===== src/hdl/tpdc_pkg.sv =====
// ----------------------------------------------------------------------------
// tpdc_pkg: shared types and constants of the throttle pulse drive controller
// Window sizes, field widths, register codes, reset values and the structs
// passed between the front end, the queue, the back end and the divider.
// ----------------------------------------------------------------------------
`default_nettype none

package tpdc_pkg;

    // window sizes
    localparam int THROTTLE_TAPS = 10;
    localparam int ROTOR_TAPS    = 10;

    // field widths
    localparam int TIME_W     = 32;
    localparam int SAMPLE_W   = 10;
    localparam int LEVEL_W    = 11;
    localparam int FORCED_W   = 16;
    localparam int RATE_W     = 12;
    localparam int INTERVAL_W = 16;
    localparam int CFG_IDX_W  = 3;
    localparam int CFG_DATA_W = 16;

    localparam int SAMPLE_MAX = (1 << SAMPLE_W) - 1;

    // derived widths of the windows
    localparam int SUM_W   = $clog2(SAMPLE_MAX * THROTTLE_TAPS + 1);
    localparam int THR_AW  = (THROTTLE_TAPS > 1) ? $clog2(THROTTLE_TAPS) : 1;
    localparam int ROT_AW  = (ROTOR_TAPS > 1) ? $clog2(ROTOR_TAPS) : 1;
    localparam int ROT_CW  = $clog2(ROTOR_TAPS + 1);

    // level scale and interval constants
    localparam int LEVEL_SHIFT   = 10;
    localparam int LEVEL_MAX     = 1 << LEVEL_SHIFT;
    localparam int INTERVAL_NUM  = 20 * 1024 * 1024;
    localparam int INTERVAL_MAX  = (1 << INTERVAL_W) - 1;
    localparam int PROD_W        = RATE_W + LEVEL_W;
    localparam int V_W           = PROD_W + 1;

    // shared divider widths
    localparam int DIV_NW = (SUM_W + LEVEL_SHIFT > 26) ? SUM_W + LEVEL_SHIFT : 26;
    localparam int DIV_DW = 24;
    localparam int DIV_CW = $clog2(DIV_NW + 1);

    // input queue
    localparam int QUEUE_DEPTH = 2;
    localparam int QUEUE_AW    = 1;
    localparam int QUEUE_CW    = 2;

    // register indexes
    localparam logic [CFG_IDX_W-1:0] CFG_THROTTLE_LOW  = 3'd0;
    localparam logic [CFG_IDX_W-1:0] CFG_THROTTLE_HIGH = 3'd1;
    localparam logic [CFG_IDX_W-1:0] CFG_ACTIVE_LEVEL  = 3'd2;
    localparam logic [CFG_IDX_W-1:0] CFG_FORCED_ON_MS  = 3'd3;
    localparam logic [CFG_IDX_W-1:0] CFG_RATE_LOW      = 3'd4;
    localparam logic [CFG_IDX_W-1:0] CFG_RATE_HIGH     = 3'd5;

    // register reset values
    localparam logic [SAMPLE_W-1:0] RST_THROTTLE_LOW  = 10'd260;
    localparam logic [SAMPLE_W-1:0] RST_THROTTLE_HIGH = 10'd802;
    localparam logic [LEVEL_W-1:0]  RST_ACTIVE_LEVEL  = 11'd10;
    localparam logic [FORCED_W-1:0] RST_FORCED_ON_MS  = 16'd1000;
    localparam logic [RATE_W-1:0]   RST_RATE_LOW      = 12'd60;
    localparam logic [RATE_W-1:0]   RST_RATE_HIGH     = 12'd720;

    typedef struct packed {
        logic [SAMPLE_W-1:0] throttle_low;
        logic [SAMPLE_W-1:0] throttle_high;
        logic [LEVEL_W-1:0]  active_level;
        logic [FORCED_W-1:0] forced_on_ms;
        logic [RATE_W-1:0]   rate_low;
        logic [RATE_W-1:0]   rate_high;
    } t_cfg;

    // one classified tick as queued between front and back
    typedef struct packed {
        logic [TIME_W-1:0] time_ms;
        logic [SUM_W-1:0]  sum;
        logic              rotor_q;
    } t_tick;

    typedef struct packed {
        logic              start;
        logic [DIV_NW-1:0] num;
        logic [DIV_DW-1:0] den;
    } t_div_req;

    typedef struct packed {
        logic              done;
        logic [DIV_NW-1:0] quot;
        logic [DIV_DW-1:0] rem;
    } t_div_rsp;

endpackage

`default_nettype wire


===== src/hdl/tpdc_fifo.sv =====
// ----------------------------------------------------------------------------
// tpdc_fifo: short tick queue
// Register-based FIFO that decouples the window front end from the back end.
// ----------------------------------------------------------------------------
`default_nettype none

module tpdc_fifo (
    input  wire                  i_clk,
    input  wire                  i_rst_n,
    input  wire                  i_push,
    input  tpdc_pkg::t_tick      i_tick,
    output logic                 o_full,
    input  wire                  i_pop,
    output logic                 o_empty,
    output tpdc_pkg::t_tick      o_head
);
    import tpdc_pkg::*;

    t_tick                r_mem [QUEUE_DEPTH];
    logic [QUEUE_AW-1:0]  r_wr_ptr;
    logic [QUEUE_AW-1:0]  r_rd_ptr;
    logic [QUEUE_CW-1:0]  r_count;

    assign o_full  = (r_count == QUEUE_CW'(QUEUE_DEPTH));
    assign o_empty = (r_count == '0);
    assign o_head  = r_mem[r_rd_ptr];

    always_ff @(posedge i_clk) begin
        if (i_push) begin
            r_mem[r_wr_ptr] <= i_tick;
        end
    end

    always_ff @(posedge i_clk) begin
        if (!i_rst_n) begin
            r_wr_ptr <= '0;
            r_rd_ptr <= '0;
            r_count  <= '0;
        end else begin
            if (i_push) begin
                r_wr_ptr <= r_wr_ptr + 1'b1;
            end
            if (i_pop) begin
                r_rd_ptr <= r_rd_ptr + 1'b1;
            end
            case ({i_push, i_pop})
                2'b10:   r_count <= r_count + 1'b1;
                2'b01:   r_count <= r_count - 1'b1;
                default: r_count <= r_count;
            endcase
        end
    end

    a_no_overflow: assert property (@(posedge i_clk) disable iff (!i_rst_n)
        i_push |-> !o_full)
        else $error("tick pushed into full queue");

    a_no_underflow: assert property (@(posedge i_clk) disable iff (!i_rst_n)
        i_pop |-> !o_empty)
        else $error("tick popped from empty queue");

    a_count_bound: assert property (@(posedge i_clk) disable iff (!i_rst_n)
        r_count <= QUEUE_CW'(QUEUE_DEPTH))
        else $error("queue count out of range");

endmodule

`default_nettype wire


===== src/hdl/tpdc_div.sv =====
// ----------------------------------------------------------------------------
// tpdc_div: shared iterative divider
// Restoring division, one quotient bit per cycle, quotient and remainder.
// ----------------------------------------------------------------------------
`default_nettype none

module tpdc_div (
    input  wire                  i_clk,
    input  wire                  i_rst_n,
    input  tpdc_pkg::t_div_req   i_req,
    output tpdc_pkg::t_div_rsp   o_rsp
);
    import tpdc_pkg::*;

    logic [DIV_NW-1:0] r_num;     // dividend shifting out, quotient shifting in
    logic [DIV_DW-1:0] r_den;
    logic [DIV_DW-1:0] r_rem;
    logic [DIV_CW-1:0] r_cnt;
    logic              r_busy;
    logic              r_done;

    logic [DIV_DW:0]   rem_sh;
    logic              ge;
    logic [DIV_DW:0]   rem_sub;

    assign rem_sh  = {r_rem, r_num[DIV_NW-1]};
    assign ge      = (rem_sh >= {1'b0, r_den});
    assign rem_sub = rem_sh - {1'b0, r_den};

    always_ff @(posedge i_clk) begin
        if (i_req.start) begin
            r_num <= i_req.num;
            r_den <= i_req.den;
            r_rem <= '0;
        end else if (r_busy) begin
            r_num <= {r_num[DIV_NW-2:0], ge};
            r_rem <= ge ? rem_sub[DIV_DW-1:0] : rem_sh[DIV_DW-1:0];
        end
    end

    always_ff @(posedge i_clk) begin
        if (!i_rst_n) begin
            r_busy <= 1'b0;
            r_done <= 1'b0;
            r_cnt  <= '0;
        end else begin
            r_done <= 1'b0;
            if (i_req.start) begin
                r_busy <= 1'b1;
                r_cnt  <= DIV_CW'(DIV_NW);
            end else if (r_busy) begin
                r_cnt <= r_cnt - 1'b1;
                if (r_cnt == DIV_CW'(1)) begin
                    r_busy <= 1'b0;
                    r_done <= 1'b1;
                end
            end
        end
    end

    assign o_rsp.done = r_done;
    assign o_rsp.quot = r_num;
    assign o_rsp.rem  = r_rem;

    a_start_idle: assert property (@(posedge i_clk) disable iff (!i_rst_n)
        i_req.start |-> !r_busy)
        else $error("divider started while busy");

    a_done_after_busy: assert property (@(posedge i_clk) disable iff (!i_rst_n)
        $rose(r_done) |-> $past(r_busy))
        else $error("divider done without a running division");

endmodule

`default_nettype wire


===== src/hdl/tpdc_front.sv =====
// ----------------------------------------------------------------------------
// tpdc_front: tick front end
// Accepts ticks, runs the throttle moving-sum and rotor qualification
// windows, and queues the classified tick for the back end.
// ----------------------------------------------------------------------------
`default_nettype none

module tpdc_front (
    input  wire                                i_clk,
    input  wire                                i_rst_n,
    input  wire                                i_valid,
    output logic                               o_stall,
    input  wire  [tpdc_pkg::TIME_W-1:0]        i_time_ms,
    input  wire  [tpdc_pkg::SAMPLE_W-1:0]      i_throttle_sample,
    input  wire                                i_rotor_pin,
    input  wire                                i_q_full,
    output logic                               o_push,
    output tpdc_pkg::t_tick                    o_tick
);
    import tpdc_pkg::*;

    logic [SAMPLE_W-1:0] r_thr_win [THROTTLE_TAPS];
    logic [THR_AW-1:0]   r_thr_idx;
    logic [SUM_W-1:0]    r_thr_sum;
    logic [ROTOR_TAPS-1:0] r_rot_win;
    logic [ROT_AW-1:0]   r_rot_idx;
    logic [ROT_CW-1:0]   r_rot_cnt;
    logic                r_rot_q;

    logic [SUM_W-1:0]    n_thr_sum;
    logic [ROT_CW-1:0]   n_rot_cnt;
    logic                n_rot_q;
    logic                accept;

    assign o_stall = i_q_full;
    assign accept  = i_valid && !i_q_full;
    assign o_push  = accept;

    // oldest entry leaves, new one enters
    assign n_thr_sum = r_thr_sum - SUM_W'(r_thr_win[r_thr_idx]) + SUM_W'(i_throttle_sample);
    assign n_rot_cnt = r_rot_cnt - ROT_CW'(r_rot_win[r_rot_idx]) + ROT_CW'(i_rotor_pin);

    always_comb begin
        n_rot_q = r_rot_q;
        if (n_rot_cnt == ROT_CW'(ROTOR_TAPS)) begin
            n_rot_q = 1'b1;
        end else if (n_rot_cnt == '0) begin
            n_rot_q = 1'b0;
        end
    end

    assign o_tick.time_ms = i_time_ms;
    assign o_tick.sum     = n_thr_sum;
    assign o_tick.rotor_q = n_rot_q;

    always_ff @(posedge i_clk) begin
        if (!i_rst_n) begin
            for (int i = 0; i < THROTTLE_TAPS; i++) begin
                r_thr_win[i] <= '0;
            end
            r_thr_idx <= '0;
            r_thr_sum <= '0;
            r_rot_win <= '0;
            r_rot_idx <= '0;
            r_rot_cnt <= '0;
            r_rot_q   <= 1'b0;
        end else if (accept) begin
            r_thr_win[r_thr_idx] <= i_throttle_sample;
            r_thr_idx <= (r_thr_idx == THR_AW'(THROTTLE_TAPS - 1)) ? '0 : r_thr_idx + 1'b1;
            r_thr_sum <= n_thr_sum;
            r_rot_win[r_rot_idx] <= i_rotor_pin;
            r_rot_idx <= (r_rot_idx == ROT_AW'(ROTOR_TAPS - 1)) ? '0 : r_rot_idx + 1'b1;
            r_rot_cnt <= n_rot_cnt;
            r_rot_q   <= n_rot_q;
        end
    end

    a_rot_count: assert property (@(posedge i_clk) disable iff (!i_rst_n)
        r_rot_cnt == ROT_CW'($countones(r_rot_win)))
        else $error("rotor count out of step with window");

endmodule

`default_nettype wire


===== src/hdl/tpdc_back.sv =====
// ----------------------------------------------------------------------------
// tpdc_back: drive back end
// Scales the throttle level, works out the pulse intervals on the shared
// divider, runs the drive state and holds the result register.
// ----------------------------------------------------------------------------
`default_nettype none

module tpdc_back (
    input  wire                                i_clk,
    input  wire                                i_rst_n,
    input  tpdc_pkg::t_cfg                     i_cfg,
    input  wire                                i_q_empty,
    output logic                               o_q_pop,
    input  tpdc_pkg::t_tick                    i_q_head,
    output logic                               o_valid,
    input  wire                                i_stall,
    output logic                               o_drive_on,
    output logic [tpdc_pkg::LEVEL_W-1:0]       o_throttle_level,
    output logic                               o_rotor_state,
    output logic [tpdc_pkg::INTERVAL_W-1:0]    o_pulse_interval_ms
);
    import tpdc_pkg::*;

    localparam logic [2:0] ST_IDLE  = 3'd0;
    localparam logic [2:0] ST_PRE   = 3'd1;
    localparam logic [2:0] ST_LWAIT = 3'd2;
    localparam logic [2:0] ST_MUL   = 3'd3;
    localparam logic [2:0] ST_SUM   = 3'd4;
    localparam logic [2:0] ST_IWAIT = 3'd5;
    localparam logic [2:0] ST_DRIVE = 3'd6;

    logic [2:0]            r_state;
    t_tick                 r_item;
    logic [LEVEL_W-1:0]    r_level;
    logic [PROD_W-1:0]     r_pa;
    logic [PROD_W-1:0]     r_pb;
    logic [DIV_DW-1:0]     r_den;
    logic [INTERVAL_W-1:0] r_ion;
    logic [INTERVAL_W-1:0] r_ioff;
    logic [TIME_W-1:0]     r_last;
    logic                  r_drive;

    logic                  r_out_valid;
    logic                  r_out_drive;
    logic [LEVEL_W-1:0]    r_out_level;
    logic                  r_out_rotor;
    logic [INTERVAL_W-1:0] r_out_interval;

    t_div_req              div_req;
    t_div_rsp              div_rsp;

    logic [SUM_W-1:0]      base;
    logic [SUM_W-1:0]      span;
    logic [SUM_W-1:0]      excess;
    logic [V_W-1:0]        v_sum;
    logic [V_W+1:0]        den3;
    logic [DIV_DW:0]       rem2;
    logic [DIV_NW:0]       q2;
    logic                  slot_free;

    logic [TIME_W-1:0]     elapsed1;
    logic [TIME_W-1:0]     elapsed2;
    logic [TIME_W-1:0]     last1;
    logic                  drive1;
    logic [INTERVAL_W-1:0] iv;
    logic [TIME_W-1:0]     n_last;
    logic                  n_drive;

    tpdc_div u_div (
        .i_clk   (i_clk),
        .i_rst_n (i_rst_n),
        .i_req   (div_req),
        .o_rsp   (div_rsp)
    );

    assign base   = SUM_W'(THROTTLE_TAPS) * SUM_W'(i_cfg.throttle_low);
    assign span   = SUM_W'(THROTTLE_TAPS)
                  * SUM_W'(i_cfg.throttle_high - i_cfg.throttle_low);
    assign excess = r_item.sum - base;
    assign v_sum  = V_W'(r_pa) + V_W'(r_pb);
    assign den3   = (V_W + 2)'(v_sum) + ((V_W + 2)'(v_sum) << 1);
    // floor(2N/D) = 2*floor(N/D) + (2*rem >= D)
    assign rem2   = {div_rsp.rem, 1'b0};
    assign q2     = {div_rsp.quot, (rem2 >= {1'b0, r_den})};

    assign slot_free = !r_out_valid || !i_stall;
    assign o_q_pop   = (r_state == ST_IDLE) && !i_q_empty;

    always_comb begin
        div_req.start = 1'b0;
        div_req.num   = DIV_NW'({excess, {LEVEL_SHIFT{1'b0}}});
        div_req.den   = DIV_DW'(span);
        case (r_state)
            ST_PRE: begin
                div_req.start = (r_item.sum > base)
                             && (i_cfg.throttle_high > i_cfg.throttle_low);
            end
            ST_SUM: begin
                div_req.start = (v_sum != '0);
                div_req.num   = DIV_NW'(INTERVAL_NUM);
                div_req.den   = den3[DIV_DW-1:0];
            end
            default: begin
                div_req.start = 1'b0;
            end
        endcase
    end

    // pulse mode: forced-on check, then toggle check against the interval
    // for the drive state at that point; below the active level the drive follows the rotor
    always_comb begin
        elapsed1 = r_item.time_ms - r_last;
        if (elapsed1 >= TIME_W'(i_cfg.forced_on_ms)) begin
            last1  = r_item.time_ms;
            drive1 = 1'b1;
        end else begin
            last1  = r_last;
            drive1 = r_drive;
        end
        iv       = drive1 ? r_ion : r_ioff;
        elapsed2 = r_item.time_ms - last1;
        if (r_level < i_cfg.active_level) begin
            n_last  = r_last;
            n_drive = r_item.rotor_q;
        end else if (elapsed2 >= TIME_W'(iv)) begin
            n_last  = r_item.time_ms;
            n_drive = !drive1;
        end else begin
            n_last  = last1;
            n_drive = drive1;
        end
    end

    always_ff @(posedge i_clk) begin
        case (r_state)
            ST_IDLE: begin
                if (!i_q_empty) begin
                    r_item <= i_q_head;
                end
            end
            ST_PRE: begin
                if (r_item.sum <= base) begin
                    r_level <= '0;
                end else begin
                    r_level <= LEVEL_W'(LEVEL_MAX);
                end
            end
            ST_LWAIT: begin
                if (div_rsp.done) begin
                    r_level <= (div_rsp.quot > DIV_NW'(LEVEL_MAX))
                             ? LEVEL_W'(LEVEL_MAX) : div_rsp.quot[LEVEL_W-1:0];
                end
            end
            ST_MUL: begin
                r_pa <= PROD_W'(i_cfg.rate_low) * PROD_W'(LEVEL_W'(LEVEL_MAX) - r_level);
                r_pb <= PROD_W'(i_cfg.rate_high) * PROD_W'(r_level);
            end
            ST_SUM: begin
                r_den  <= den3[DIV_DW-1:0];
                r_ion  <= INTERVAL_W'(INTERVAL_MAX);
                r_ioff <= INTERVAL_W'(INTERVAL_MAX);
            end
            ST_IWAIT: begin
                if (div_rsp.done) begin
                    r_ion  <= (div_rsp.quot > DIV_NW'(INTERVAL_MAX))
                            ? INTERVAL_W'(INTERVAL_MAX) : div_rsp.quot[INTERVAL_W-1:0];
                    r_ioff <= (q2 > (DIV_NW + 1)'(INTERVAL_MAX))
                            ? INTERVAL_W'(INTERVAL_MAX) : q2[INTERVAL_W-1:0];
                end
            end
            default: begin
                r_level <= r_level;
            end
        endcase
    end

    always_ff @(posedge i_clk) begin
        if ((r_state == ST_DRIVE) && slot_free) begin
            r_out_drive    <= n_drive;
            r_out_level    <= r_level;
            r_out_rotor    <= r_item.rotor_q;
            r_out_interval <= n_drive ? r_ion : r_ioff;
        end
    end

    always_ff @(posedge i_clk) begin
        if (!i_rst_n) begin
            r_state     <= ST_IDLE;
            r_last      <= '0;
            r_drive     <= 1'b0;
            r_out_valid <= 1'b0;
        end else begin
            // a new result may replace one taken at the same edge
            if ((r_state == ST_DRIVE) && slot_free) begin
                r_out_valid <= 1'b1;
            end else if (r_out_valid && !i_stall) begin
                r_out_valid <= 1'b0;
            end
            case (r_state)
                ST_IDLE: begin
                    if (!i_q_empty) begin
                        r_state <= ST_PRE;
                    end
                end
                ST_PRE: begin
                    r_state <= div_req.start ? ST_LWAIT : ST_MUL;
                end
                ST_LWAIT: begin
                    if (div_rsp.done) begin
                        r_state <= ST_MUL;
                    end
                end
                ST_MUL: begin
                    r_state <= ST_SUM;
                end
                ST_SUM: begin
                    r_state <= div_req.start ? ST_IWAIT : ST_DRIVE;
                end
                ST_IWAIT: begin
                    if (div_rsp.done) begin
                        r_state <= ST_DRIVE;
                    end
                end
                ST_DRIVE: begin
                    if (slot_free) begin
                        r_last  <= n_last;
                        r_drive <= n_drive;
                        r_state <= ST_IDLE;
                    end
                end
                default: begin
                    r_state <= ST_IDLE;
                end
            endcase
        end
    end

    assign o_valid             = r_out_valid;
    assign o_drive_on          = r_out_drive;
    assign o_throttle_level    = r_out_level;
    assign o_rotor_state       = r_out_rotor;
    assign o_pulse_interval_ms = r_out_interval;

    a_level_bound: assert property (@(posedge i_clk) disable iff (!i_rst_n)
        o_valid |-> (o_throttle_level <= LEVEL_W'(LEVEL_MAX)))
        else $error("throttle level above full scale");

    a_rotor_mode: assert property (@(posedge i_clk) disable iff (!i_rst_n)
        (o_valid && (o_throttle_level < i_cfg.active_level)) |-> (o_drive_on == o_rotor_state))
        else $error("drive does not follow rotor below active level");

    a_drive_reg: assert property (@(posedge i_clk) disable iff (!i_rst_n)
        $rose(o_valid) |-> (o_drive_on == r_drive))
        else $error("reported drive differs from drive state");

endmodule

`default_nettype wire


===== src/hdl/throttle_pulse_drive_controller.sv =====
// ----------------------------------------------------------------------------
// throttle_pulse_drive_controller: throttle-driven pulse drive controller
// Top level: configuration registers, tick front end, tick queue and drive
// back end with its shared divider.
// ----------------------------------------------------------------------------
// Usage:
//   Input channel (i_in_valid / o_in_stall): one control tick per item, a
//   millisecond timestamp, a raw throttle sample and the rotor pin level.
//   The front end takes a tick in the cycle it is offered unless the two-entry
//   tick queue is full; both windows are updated at that edge.
//   Output channel (o_out_valid / i_out_stall): exactly one result item per
//   tick, in order: drive state, scaled throttle level, qualified rotor level
//   and the pulse interval for the present drive state.
//   Each tick passes up to twice through the shared one-bit-per-cycle divider
//   (level scaling, then pulse interval); a skipped division shortens the
//   tick. The back end takes the next tick from the queue only once the last
//   one has been handed to the output register.
//   A stalled output register holds its item; the back end then waits with
//   the next finished tick and the queue fills, after which o_in_stall rises.
//   Reset (i_rst_n low, synchronous) clears both windows, the drive state
//   and the switch timestamp, empties the queue and loads the register
//   defaults. Configuration writes (i_cfg_we) take effect at once; the user must
//   make them only while no tick is in flight, as the block does not enforce this.
// ----------------------------------------------------------------------------
`default_nettype none

module throttle_pulse_drive_controller (
    input  wire                                i_clk,
    input  wire                                i_rst_n,
    // configuration write port
    input  wire                                i_cfg_we,
    input  wire  [tpdc_pkg::CFG_IDX_W-1:0]     i_cfg_index,
    input  wire  [tpdc_pkg::CFG_DATA_W-1:0]    i_cfg_data,
    // tick input
    input  wire                                i_in_valid,
    output logic                               o_in_stall,
    input  wire  [tpdc_pkg::TIME_W-1:0]        i_time_ms,
    input  wire  [tpdc_pkg::SAMPLE_W-1:0]      i_throttle_sample,
    input  wire                                i_rotor_pin,
    // result output
    output logic                               o_out_valid,
    input  wire                                i_out_stall,
    output logic                               o_drive_on,
    output logic [tpdc_pkg::LEVEL_W-1:0]       o_throttle_level,
    output logic                               o_rotor_state,
    output logic [tpdc_pkg::INTERVAL_W-1:0]    o_pulse_interval_ms
);
    import tpdc_pkg::*;

    t_cfg  r_cfg;

    // front to queue
    logic  push;
    t_tick push_tick;
    logic  q_full;
    // queue to back
    logic  q_empty;
    logic  q_pop;
    t_tick q_head;

    // register file; writes beyond the list fall through and are dropped
    always_ff @(posedge i_clk) begin
        if (!i_rst_n) begin
            r_cfg.throttle_low  <= RST_THROTTLE_LOW;
            r_cfg.throttle_high <= RST_THROTTLE_HIGH;
            r_cfg.active_level  <= RST_ACTIVE_LEVEL;
            r_cfg.forced_on_ms  <= RST_FORCED_ON_MS;
            r_cfg.rate_low      <= RST_RATE_LOW;
            r_cfg.rate_high     <= RST_RATE_HIGH;
        end else if (i_cfg_we) begin
            case (i_cfg_index)
                CFG_THROTTLE_LOW:  r_cfg.throttle_low  <= i_cfg_data[SAMPLE_W-1:0];
                CFG_THROTTLE_HIGH: r_cfg.throttle_high <= i_cfg_data[SAMPLE_W-1:0];
                CFG_ACTIVE_LEVEL:  r_cfg.active_level  <= i_cfg_data[LEVEL_W-1:0];
                CFG_FORCED_ON_MS:  r_cfg.forced_on_ms  <= i_cfg_data[FORCED_W-1:0];
                CFG_RATE_LOW:      r_cfg.rate_low      <= i_cfg_data[RATE_W-1:0];
                CFG_RATE_HIGH:     r_cfg.rate_high     <= i_cfg_data[RATE_W-1:0];
                default:           r_cfg               <= r_cfg;
            endcase
        end
    end

    // windows and tick classification
    tpdc_front u_front (
        .i_clk             (i_clk),
        .i_rst_n           (i_rst_n),
        .i_valid           (i_in_valid),
        .o_stall           (o_in_stall),
        .i_time_ms         (i_time_ms),
        .i_throttle_sample (i_throttle_sample),
        .i_rotor_pin       (i_rotor_pin),
        .i_q_full          (q_full),
        .o_push            (push),
        .o_tick            (push_tick)
    );

    // decouples tick intake from the multi-cycle back end
    tpdc_fifo u_fifo (
        .i_clk   (i_clk),
        .i_rst_n (i_rst_n),
        .i_push  (push),
        .i_tick  (push_tick),
        .o_full  (q_full),
        .i_pop   (q_pop),
        .o_empty (q_empty),
        .o_head  (q_head)
    );

    // level scaling, intervals, drive state, result register
    tpdc_back u_back (
        .i_clk               (i_clk),
        .i_rst_n             (i_rst_n),
        .i_cfg               (r_cfg),
        .i_q_empty           (q_empty),
        .o_q_pop             (q_pop),
        .i_q_head            (q_head),
        .o_valid             (o_out_valid),
        .i_stall             (i_out_stall),
        .o_drive_on          (o_drive_on),
        .o_throttle_level    (o_throttle_level),
        .o_rotor_state       (o_rotor_state),
        .o_pulse_interval_ms (o_pulse_interval_ms)
    );

endmodule

`default_nettype wire

===== config.mk =====
export PLATFORM = sky130hd
export DESIGN_NAME = throttle_pulse_drive_controller
export DESIGN_NICKNAME = d
export VERILOG_FILES = /design/src/hdl/tpdc_pkg.sv /design/src/hdl/tpdc_fifo.sv /design/src/hdl/tpdc_div.sv /design/src/hdl/tpdc_front.sv /design/src/hdl/tpdc_back.sv /design/src/hdl/throttle_pulse_drive_controller.sv
export SDC_FILE = /design/constraint.sdc
export NUM_CORES = 2
export LEC_CHECK = 0
export BUFFER_PORTS_ARGS = -buffer_cell sky130_fd_sc_hd__clkbuf_2
export CAP_MARGIN = 20
export CORE_ASPECT_RATIO = 0.75
export CORE_MARGIN = 8
export CORE_UTILIZATION = 50
export DETAILED_ROUTE_END_ITERATION = 16
export PLACE_DENSITY = 0.68
export SYNTH_ARGS = -nofsm -noshare
export SYNTH_HDL_FRONTEND = slang
export SYNTH_SLANG_ARGS = --single-unit
export TNS_END_PERCENT = 50

===== constraint.sdc =====
create_clock -name i_clk -period 10.64 [get_ports i_clk]
set_input_delay 0.532 -clock i_clk [delete_from_list [all_inputs] [get_ports i_clk]]
set_output_delay 0.532 -clock i_clk [all_outputs]
set_load 0.05 [all_outputs]

==> run summary <==
hold_buf cts = 0
Worst-Margin Slew = 1080 ps
yosys warns = 0
share of post-route cells with drive strength above 1 = 0.100
core area = 93700 um^2
Main synth FF type = edfxtp_1
CTS Buffer Depth = 3
ranking of synthesized cells by area = edfxtp_1 (31%), ha_1 (10%), fa_1 (10%)
# setup viols final = 0
syn nets = 5367
post-placement setup slack = -319 ps
Commonest cells post-synth = inv_1 (562), nand2_1 (551), edfxtp_1 (493), ha_1 (389), nor2_1 (264)
GR met1 Demand/Resource = 0.342
initial antenna violation count = 7
Placer Congestion = 0.936
cell mode on critical path = a21o_1
worst path required time = 11040 ps
CP max stage cell = or4_1
Synth-to-Final Area Change = 10.2%
Critical Setup Path Class = register to register
unrepaired setup endpoints after global routing = true
global-route wire length before repair = 185000 um
maximum vdd drop = 0.551 mV
Final Skew = 48.7 ps
Post-Route WL = 118000 um
crit path DAT = 10550 ps
Antenna Violating Nets Remaining = 0
Port Buf Inserts = 97
Starting Density = 0.506
clock sink count = 677
top cell type's share of synthesized area = 0.312
Clock H-tree levels = 3
Pre-Repair DR Iteration Count = 6
CP Launch Type = register
count leader, synth = inv_1
Max Cap Viol = 0
R2R setup slack = 490 ps
busiest grt layer = met1
post-layout util = 0.557
NumNets Final = 5440
Initial DRC Count = 3040
largest net degree at the start of global routing = 70
number of synthesized register bits = 677
Final Hold Viols = 0
min Tclk post-route = 10150 ps
GRT Overall Usage = 0.222
Max stage delay on crit path = 500 ps
met3 Use GR = 0.0492
worst hold-check path type = input pin to register
CP endpoint kind = register
fmax = 98.5 MHz
sequential area share after synthesis = 0.390
Clk Latency, worst-skew pair = 650 ps
Rel. slew slack = 0.279
Bufs and invs on worst path = 6
Pins Over Slew Limit = 0
vias in the first global route = 32600
FP Rows = 97
Residual DRC = 0
Die W = 372 um
Root Driver = clkbuf_16
die footprint = 105000 um^2
met2 global-route usage = 0.321
CTS tree = yes
Setup WS post-layout = 492 ps
Avg WL per Cell = 19.5 um
crit path max fanout = 27
CTS Buf Count = 71
Post-synth EDFFs = 493
post-synth design cell area = 47400 um^2
chip height = 283 um
# IOs = 98
crit-path leading delay family = compound AO/OA/AOI/OAI gates
total gr overflow = 0
status = finished clean
Reg clk slew, reported paths = 70 ps
Mapped Cells = 4669
post-synth cell types = 89
Synth async-reset ratio = 0
period utilisation layout = 0.954
static leakage power = 0.0217 uW
Yosys top cell by area = edfxtp_1
Via Count = 33600
Vias/cell = 5.57
HPWL Detailed = 87700 um
Synth Area per Inst = 10.2 um^2
Power Density = 355 nW/um^2
Pwr Total = 18500 uW
layout by cell type (no fill, tap or decap), drive strengths merged, types with 18 or more instances in the layout:
master / count
o211ai: 18
nor2b: 64
a211oi: 20
clkinv: 26
o21a: 27
inv: 566
and3: 32
nor2: 265
o21bai: 42
mux2i: 69
nand3: 66
nor3: 45
dfxtp: 184
ha: 389
nand2: 551
xnor2: 146
or3: 46
and2: 213
o21ai: 172
a21oi: 243
a21boi: 92
nand2b: 37
clkbuf: 187
edfxtp: 493
mux2: 66
nand4: 35
xor2: 47
mux4: 52
a21o: 87
fa: 242
buf: 90
path summary, 6_finish.rpt:
kind / startpoint / to / depth (start not counted)
setup / recovery: u_back.r_last[1]$_SDFFE_PN0P_ / u_back.o_pulse_interval_ms[0]$_DFFE_PP_ / 49
hold reg to reg: u_back.r_last[14]$_SDFFE_PN0P_ / u_back.r_last[14]$_SDFFE_PN0P_ / 2
setup reg to reg: u_back.r_last[1]$_SDFFE_PN0P_ / u_back.o_pulse_interval_ms[0]$_DFFE_PP_ / 49
hold / removal: i_time_ms[23] / u_fifo.r_mem[1][38]$_DFFE_PP_ / 1
state kept, by name, indices dropped and copies added, names as in the netlist, 23 cells and up, named ones only:
name	count
r_cfg	71
u_back.r_den	24
u_back.r_item	47
u_back.r_last	32
u_back.r_pa	23
u_back.r_pb	23
u_back.u_div.r_den	24
u_back.u_div.r_num	26
u_back.u_div.r_rem	24
u_fifo.r_mem	94
u_front.r_thr_win	160
what timing repair did:
| action | CTS | global route |
|---|---|---|
| pin swaps | 4 | 34 |
| setup endpoints to repair | 48 | 50 |
| cloned | 0 | 2 |
| resized for setup | 8 | 35 |
| setup buffers | 2 | 12 |
| endpoints found under the hold margin | 0 | 0 |
stage by stage:
step                      cell area (um^2)  TNS (ps)  hold WS, ps  instances
after floorplan                      47400         0          424       4669
after global placement               49300      -535          443       5882
after detailed placement             49400     -5240          446       5887
after CTS                            51900         0         46.6       6020
after global routing                 52200     -1040         59.2       6038
final                                52200         0         85.2       6040
cells by family (layout without fill, tap and decap cells):
kind of cell | after synthesis | in the layout | share of synthesized area
XOR/XNOR | 193 | 193 | 0.0357
adder cells (fa/ha/maj) | 631 | 631 | 0.205
other | 0 | 3 | 0
AND/OR/NAND/NOR | 1409 | 1409 | 0.141
AO/OA/AOI/OAI | 820 | 820 | 0.113
buffers and inverters | 752 | 883 | 0.0601
multiplexers | 187 | 187 | 0.0557
flip-flops | 677 | 677 | 0.390
report_power, final:
part / internal (uW) / leakage [uW] / switching, uW
logic: 4810 / 0.0143 / 6830
registers: 3910 / 0.00620 / 376
clock network: 1500 / 0.00119 / 1130
total: 10200 / 0.0217 / 8330
layout make-up:
class / instances / area, um^2
Inverter: 563 / 2110
Antenna cell: 3 / 7.51
Timing Repair Buffer: 189 / 1270
Clock buffer: 89 / 1900
Tap cell: 1237 / 1550
Sequential cell: 677 / 18500
Multi-Input combinational cell: 3240 / 26300
Fill cell: 8201 / 41500
Clock inverter: 42 / 568
layer usage:
layer | up-vias | share of wire
li1 | 16100 | -
met1 | 16300 | 0.49
met2 | 1086 | 0.41
met3 | 159 | 0.084
met4 | 4 | 0.019
met5 | - | 0.00020
No activity file was read; power rests on OpenSTA's default activity.
